<file path="config.mk">
export PLATFORM = sky130hd
export DESIGN_NAME = fuzzy_speed_scaler_core
export DESIGN_NICKNAME = d
export VERILOG_FILES = /design/src/design/fss_pkg.sv /design/src/design/fss_ctrl.sv /design/src/design/fss_datapath.sv /design/src/design/fuzzy_speed_scaler_core.sv
export SDC_FILE = /design/constraint.sdc
export NUM_CORES = 2
export LEC_CHECK = 0
export BUFFER_PORTS_ARGS = -buffer_cell sky130_fd_sc_hd__buf_2
export CAP_MARGIN = 25
export CORE_UTILIZATION = 60
export CTS_BUF_LIST = sky130_fd_sc_hd__clkbuf_8
export DETAILED_ROUTE_END_ITERATION = 10
export PLACE_DENSITY = 0.76
export SLEW_MARGIN = 20
export SYNTH_ARGS = -nofsm -noshare
export SYNTH_HDL_FRONTEND = slang
export SYNTH_SLANG_ARGS = --single-unit
</file>
<file path="constraint.sdc">
create_clock -name clk_i -period 12.9 [get_ports clk_i]
set_input_delay 0.645 -clock clk_i [delete_from_list [all_inputs] [get_ports clk_i]]
set_output_delay 0.645 -clock clk_i [all_outputs]
set_load 0.05 [all_outputs]
</file>
<file path="src/design/fss_pkg.sv">
`default_nettype none

package fss_pkg;

  localparam int unsigned NPTS = 7;

  // Q1.12 unity
  localparam logic [12:0] ONE_Q12 = 13'd4096;

  // ceil(2^19 / 10): exact floor(n / 10) for n < 81920 via (n * RECIP10) >> 19
  localparam logic [15:0] RECIP10 = 16'd52429;
  localparam int unsigned RECIP_SHIFT = 19;

  // Breakpoints in Q.4 pixels: -60 .. +60 step 20
  localparam logic signed [14:0] BP [0:NPTS-1] = '{
    -15'sd960, -15'sd640, -15'sd320, 15'sd0, 15'sd320, 15'sd640, 15'sd960
  };

  // Rule table, Q1.12. Row = error change, column = error.
  localparam logic [12:0] RULE_TAB [0:NPTS-1][0:NPTS-1] = '{
    '{13'd3072, 13'd3072, 13'd3072, 13'd3113, 13'd3154, 13'd3195, 13'd3277},
    '{13'd3072, 13'd3113, 13'd3113, 13'd3113, 13'd3277, 13'd3277, 13'd3277},
    '{13'd3072, 13'd3154, 13'd3277, 13'd3891, 13'd3482, 13'd3277, 13'd3113},
    '{13'd3113, 13'd3277, 13'd3686, 13'd4096, 13'd3686, 13'd3277, 13'd3154},
    '{13'd3113, 13'd3277, 13'd3482, 13'd3891, 13'd3277, 13'd3154, 13'd3072},
    '{13'd3277, 13'd3277, 13'd3277, 13'd3113, 13'd3113, 13'd3113, 13'd3113},
    '{13'd3277, 13'd3195, 13'd3154, 13'd3113, 13'd3072, 13'd3072, 13'd3072}
  };

  // Datapath operations issued by the controller
  typedef enum logic [2:0] {
    OP_NONE,
    OP_FUZZ,   // take item, fuzzify error and change
    OP_ROW,    // row blend over error weights, sel = {row, col}
    OP_COL,    // column blend over change weights, sel[0] = hi row
    OP_LOAD    // speed multiply, load output registers
  } op_e;

  typedef struct packed {
    op_e        op;
    logic [1:0] sel;
  } cmd_t;

  // Membership of one value: neighboring points and weight of the lower one
  typedef struct packed {
    logic [2:0]  lo;
    logic [2:0]  hi;
    logic [12:0] wlo;
  } fuzz_t;

  function automatic fuzz_t fuzzify(input logic signed [14:0] x);
    fuzz_t       f;
    logic [2:0]  idx;
    logic [8:0]  d;
    logic [15:0] n;
    logic [31:0] q;
    idx = 3'd0;
    for (int i = NPTS - 1; i >= 1; i--) begin
      if (x < BP[i]) idx = 3'(i);
    end
    d = 9'(BP[idx] - x);
    // round(d * 4096 / 320) = floor((128 d + 5) / 10)
    n = {d, 7'd0} + 16'd5;
    q = 32'(n) * 32'(RECIP10);
    if (x < BP[0]) begin
      f.lo  = 3'd0;
      f.hi  = 3'd0;
      f.wlo = ONE_Q12;
    end else if (idx == 3'd0) begin
      // at or above the top point
      f.lo  = 3'(NPTS - 1);
      f.hi  = 3'(NPTS - 1);
      f.wlo = ONE_Q12;
    end else begin
      f.lo  = idx - 3'd1;
      f.hi  = idx;
      f.wlo = 13'(q >> RECIP_SHIFT);
    end
    return f;
  endfunction

endpackage

`default_nettype wire

</file>
<file path="src/design/fss_ctrl.sv">
`default_nettype none

module fss_ctrl import fss_pkg::*; (
  input  wire  clk_i,
  input  wire  rst_ni,
  input  wire  in_valid_i,
  output logic in_stall_o,
  output logic out_valid_o,
  input  wire  out_stall_i,
  output cmd_t cmd_o
);

  localparam logic [1:0] S_IDLE = 2'd0;
  localparam logic [1:0] S_ROW  = 2'd1;
  localparam logic [1:0] S_COL  = 2'd2;
  localparam logic [1:0] S_SPD  = 2'd3;

  logic [1:0] state_q, state_d;
  logic [1:0] cnt_q, cnt_d;
  logic       out_valid_q, out_valid_d;
  logic       out_free;

  assign out_free = !out_valid_q || !out_stall_i;

  always_comb begin
    state_d     = state_q;
    cnt_d       = cnt_q;
    cmd_o.op    = OP_NONE;
    cmd_o.sel   = cnt_q;
    out_valid_d = out_valid_q && out_stall_i;
    unique case (state_q)
      S_IDLE: begin
        if (in_valid_i) begin
          cmd_o.op = OP_FUZZ;
          state_d  = S_ROW;
          cnt_d    = 2'd0;
        end
      end
      S_ROW: begin
        cmd_o.op = OP_ROW;
        cnt_d    = cnt_q + 2'd1;
        if (cnt_q == 2'd3) begin
          state_d = S_COL;
          cnt_d   = 2'd0;
        end
      end
      S_COL: begin
        cmd_o.op = OP_COL;
        cnt_d    = cnt_q + 2'd1;
        if (cnt_q[0]) begin
          state_d = S_SPD;
          cnt_d   = 2'd0;
        end
      end
      S_SPD: begin
        // hold here while the previous result is still unclaimed
        if (out_free) begin
          cmd_o.op    = OP_LOAD;
          out_valid_d = 1'b1;
          state_d     = S_IDLE;
        end
      end
    endcase
  end

  always_ff @(posedge clk_i or negedge rst_ni) begin
    if (!rst_ni) begin
      state_q     <= S_IDLE;
      cnt_q       <= 2'd0;
      out_valid_q <= 1'b0;
    end else begin
      state_q     <= state_d;
      cnt_q       <= cnt_d;
      out_valid_q <= out_valid_d;
    end
  end

  assign in_stall_o  = (state_q != S_IDLE);
  assign out_valid_o = out_valid_q;

endmodule

`default_nettype wire

</file>
<file path="src/design/fss_datapath.sv">
`default_nettype none

module fss_datapath import fss_pkg::*; (
  input  wire                clk_i,
  input  wire                rst_ni,
  input  cmd_t               cmd_i,
  input  wire signed [13:0]  line_error_i,
  input  wire                cfg_we_i,
  input  wire        [15:0]  cfg_wdata_i,
  output logic       [12:0]  speed_factor_o,
  output logic       [15:0]  motor_speed_o
);

  logic        [15:0] top_speed_q;
  logic signed [13:0] prev_q;

  fuzz_t       fe_q, fc_q;
  fuzz_t       fe_d, fc_d;
  logic signed [14:0] chg;

  logic [24:0] rlo_q, rhi_q;
  logic [36:0] sum_q;
  logic [12:0] factor_q;
  logic [12:0] speed_factor_q;
  logic [15:0] motor_speed_q;

  logic [12:0] we_hi, wc_hi;
  logic [2:0]  row_idx, col_idx;
  logic [24:0] mul_a;
  logic [15:0] mul_b;
  logic [40:0] mul_p;
  logic [36:0] sum_rnd;
  logic [28:0] spd_sum;
  logic [16:0] spd;

  assign chg  = {line_error_i[13], line_error_i} - {prev_q[13], prev_q};
  assign fe_d = fuzzify({line_error_i[13], line_error_i});
  assign fc_d = fuzzify(chg);

  assign we_hi = ONE_Q12 - fe_q.wlo;
  assign wc_hi = ONE_Q12 - fc_q.wlo;

  assign row_idx = cmd_i.sel[1] ? fc_q.hi : fc_q.lo;
  assign col_idx = cmd_i.sel[0] ? fe_q.hi : fe_q.lo;

  // one shared multiplier
  always_comb begin
    unique case (cmd_i.op)
      OP_ROW: begin
        mul_a = 25'(RULE_TAB[row_idx][col_idx]);
        mul_b = 16'(cmd_i.sel[0] ? we_hi : fe_q.wlo);
      end
      OP_COL: begin
        mul_a = cmd_i.sel[0] ? rhi_q : rlo_q;
        mul_b = 16'(cmd_i.sel[0] ? wc_hi : fc_q.wlo);
      end
      OP_LOAD: begin
        mul_a = 25'(top_speed_q);
        mul_b = 16'(factor_q);
      end
      default: begin
        mul_a = '0;
        mul_b = '0;
      end
    endcase
  end

  assign mul_p   = 41'(mul_a) * 41'(mul_b);
  assign sum_rnd = sum_q + 37'(mul_p) + 37'd8388608;
  assign spd_sum = 29'(mul_p) + 29'd2048;
  assign spd     = spd_sum[28:12];

  always_ff @(posedge clk_i or negedge rst_ni) begin
    if (!rst_ni) begin
      top_speed_q <= 16'd4096;
      prev_q      <= '0;
    end else begin
      if (cfg_we_i) top_speed_q <= cfg_wdata_i;
      if (cmd_i.op == OP_FUZZ) prev_q <= line_error_i;
    end
  end

  always_ff @(posedge clk_i) begin
    unique case (cmd_i.op)
      OP_FUZZ: begin
        fe_q <= fe_d;
        fc_q <= fc_d;
      end
      OP_ROW: begin
        unique case (cmd_i.sel)
          2'd0:    rlo_q <= 25'(mul_p);
          2'd1:    rlo_q <= rlo_q + 25'(mul_p);
          2'd2:    rhi_q <= 25'(mul_p);
          default: rhi_q <= rhi_q + 25'(mul_p);
        endcase
      end
      OP_COL: begin
        if (!cmd_i.sel[0]) sum_q    <= 37'(mul_p);
        else               factor_q <= 13'(sum_rnd >> 24);
      end
      OP_LOAD: begin
        speed_factor_q <= factor_q;
        motor_speed_q  <= spd[16] ? 16'hFFFF : spd[15:0];
      end
      default: ;
    endcase
  end

  assign speed_factor_o = speed_factor_q;
  assign motor_speed_o  = motor_speed_q;

endmodule

`default_nettype wire

</file>
<file path="src/design/fuzzy_speed_scaler_core.sv">
// Channel   Direction  Handshake                 Payload
// input     in         in_valid_i / in_stall_o   line_error_i (s14, Q9.4 px)
// output    out        out_valid_o / out_stall_i speed_factor_o (u13 Q1.12),
//                                                motor_speed_o (u16 Q4.12)
// config    in         cfg_we_i                  cfg_wdata_i = top_speed
//
// One item at a time: accept (fuzzify), 4 row-blend steps, 2 column-blend
// steps and the speed multiply, all through the one shared multiplier.
// in_stall_o stays high until the result is loaded; the next item is taken after that.
// A waiting result sits in the output register; the next item is worked
// meanwhile and only its final load holds until the output is taken.
// Reset: previous error 0, top_speed 4096 (1.0), no result pending.
`default_nettype none

module fuzzy_speed_scaler_core import fss_pkg::*; (
  input  wire               clk_i,
  input  wire               rst_ni,
  // error samples
  input  wire               in_valid_i,
  output logic              in_stall_o,
  input  wire signed [13:0] line_error_i,
  // results
  output logic              out_valid_o,
  input  wire               out_stall_i,
  output logic       [12:0] speed_factor_o,
  output logic       [15:0] motor_speed_o,
  // top speed register
  input  wire               cfg_we_i,
  input  wire        [15:0] cfg_wdata_i
);

  cmd_t cmd;

  // sequencer: accept, blend steps, output handoff
  fss_ctrl u_ctrl (
    .clk_i       (clk_i),
    .rst_ni      (rst_ni),
    .in_valid_i  (in_valid_i),
    .in_stall_o  (in_stall_o),
    .out_valid_o (out_valid_o),
    .out_stall_i (out_stall_i),
    .cmd_o       (cmd)
  );

  // fuzzifiers, rule table, shared multiply-accumulate, output registers
  fss_datapath u_dp (
    .clk_i          (clk_i),
    .rst_ni         (rst_ni),
    .cmd_i          (cmd),
    .line_error_i   (line_error_i),
    .cfg_we_i       (cfg_we_i),
    .cfg_wdata_i    (cfg_wdata_i),
    .speed_factor_o (speed_factor_o),
    .motor_speed_o  (motor_speed_o)
  );

endmodule

`default_nettype wire

</file>
==> out/results.ini <==
[placed_design]
place_congestion=0.995
dp_hpwl_mm=66.4
dp_cells=4006
io_buffers=65

[synth]
syn_nets=4157
ys_async_sr_fraction_pct=17.3
synth_common_cells=ha_1, inv_1, fa_1
synthCells=3313
synth_ff_type=edfxtp_1
yosysMostFrequentCell=ha_1
seq_area_frac_synth_pct=19.1
synth_edf_count=167
yosys.area.top_type=fa_1
synth_area_leaders=fa_1, ha_1, edfxtp_1, inv_1, nor2_1
yosysUniqueCellTypes=94
ys_ff_latch=202
synth_area_sq_mm=0.0309
yosysTopAreaCellShare_pct=21.2
syn_avg_cell_area_sq_um=9.33
synth_warnings=0

[sta]
fin_skew_ps=64.4
slew_violations=0
setup_viol=0
finalSetupTns_ps=0
finalHoldViolations=0
period_share_pct=90.9
rsz0062_at_grt=false
fmax_mhz=85.3
tightest_slew_ps=1240
fin_crit_ps=11730
slew_headroom_pct=17.3

[die]
die_h_um=229
rows=82
die_area_sq_mm=0.0524
start_util_pct=61.2
io-pin-count=66
core_sq_mm=0.0505
die_w_um=229

[cts]
cts_tree=yes
htree_num_levels=2
clock_tree.root_cell=clkbuf_8
clkTransAtPathRegs_ps=60
hold_buffers=0
clock_sinks=202
clock_latency_ps=630
cts_made_buffers=39
post-cts-setup-buffers=0
postCtsResizedCells=0
clockBufferDepth=3

[detailed_routing]
routed_wl_mm=81.0
route.detailed.drc=0
drt-vias-per-instance=5.99
ant_nets=0
post_drt_wl_per_cell_um=19.9
dr.pass1.iters=8
vias=24419
drtIter0Drc=1857

[worst_setup_path]
cp_data_arrival_time_ps=12040
worstReg2RegStart=u_ctrl.state_q[0]
setup.worst_path.class=reg -> reg
cp_slowest_cell=o21ai_1
reg2reg_depth=39
crit_top_cell=inv_1
cp-end-kind=flop
cp-start-kind=flop
slowest_delay_ps=840
critPathLaunch=u_ctrl.state_q[0]
cp.required_ps=13220
worstPathMaxFanout=13

[flow_run]
cap_violations=0

[global_route]
grt_usage_pct=31.8
overflow=0
grt_pass1_vias=25386
grt_pass1_wl_mm=132
grt_max_degree=66
antenna_found_initial=2

[worst_hold_path]
min_path_type=in -> async

[status]
status=completed

[finish]
nNetsFinal=4219
drive_gt1_share_pct=8.05
fillers=4164
fin_util_pct=65.2
regArea_sq_mm=0.00589
multi_input_area_sq_mm=0.0229
fin_cells=4078
area_growth_pct=6.58

==> layout make-up <==
class / instances / area share (%)
well taps: 672 / 2.55
clock inverters: 30 / 0.779
clock buffers: 40 / 1.67
inverters: 480 / 5.47
multi-input cells: 2537 / 69.5
diodes: 2 / 0.0152
repair buffers: 115 / 2.16
flip-flops and latches: 202 / 17.9
==> sequential cells by signal, indices dropped and copies added, names as in the netlist <==
name / count
u_dp.speed_factor_o: 13
u_ctrl.out_valid_o: 1
u_ctrl.cnt_q: 2
u_dp.fe_q: 19
u_dp.fc_q: 19
u_dp.sum_q: 37
u_dp.rhi_q: 25
u_dp.rlo_q: 25
u_dp.prev_q: 14
u_dp.factor_q: 13
u_dp.motor_speed_o: 16
u_ctrl.state_q: 2
u_dp.top_speed_q: 16
==> metal layers <==
layer  track usage (%)  up-vias  share of wire, %
met2              53.0      905                47
met3              4.53      233               6.2
met4              19.7        0               6.8
met5                 0        -                 0
li1                  -    11321                 -
met1              38.9    11960                40
==> worst max-delay path, delay by kind of cell, from the launching register on <==
kind / cells / cell delay [ps]
multiplexers: 1 / 240
XOR/XNOR: 2 / 850
buffers and inverters: 11 / 1610
AO/OA/AOI/OAI: 8 / 2670
AND/OR/NAND/NOR: 7 / 1790
flip-flops: 1 / 400
adder cells (fa/ha/maj): 10 / 3900
==> kinds of logic after synthesis <==
kind of cell | count (synthesis) | share of synthesized area [%]
mux | 75 | 2.62
buf+inv | 574 | 7.05
xor+xnor | 188 | 5.45
fa+ha+maj | 809 | 40.7
simple gates | 881 | 12.8
flops | 202 | 19.1
compound gates | 584 | 12.3
==> layout by cell type (no fill, tap or decap), types with 16 or more instances in the layout <==
cell type    n
clkbuf_8    40
nor2b_1     35
dfrtp_1     33
a21oi_1    146
edfxtp_1   167
a21o_1      64
mux2i_1     29
o31ai_1     16
buf_2       66
inv_1      482
mux2_2      45
nand2b_1    48
fa_1       327
nor2_1     305
buf_4       48
o21a_1      23
xnor2_1    115
or3_1       16
nand4_1     20
a31oi_1     19
o211ai_1    17
xor2_1      70
nand3_1     28
o21ai_0    146
nand2_1    307
nor3_1      42
ha_1       482
==> final timing paths <==
check | slack (ps) | endpoint
min reg2reg | 510 | u_dp.top_speed_q[11]
max in group asynchronous | 12060 | u_ctrl.cnt_q[0]
min in group clk_i | 300 | u_ctrl.out_valid_o
min | 180 | u_dp.prev_q[4]
max reg2reg | 1170 | u_dp.factor_q[12]
max | 1170 | u_dp.factor_q[12]
==> stage by stage <==
stage          setup slack, ps  area, sq um  hold WS [ps]
2_1_floorplan             2110        30900           349
3_3_place_gp              1590        32100           495
3_5_place_dp              1320        32100           496
4_1_cts                   1290        32900           182
5_1_grt                    523        32900           234
6_report                  1170        32900           184
Power is left out: the tool's default activity adds up to more than one toggle a clock period on the data nets, which glitch-free logic cannot reach.
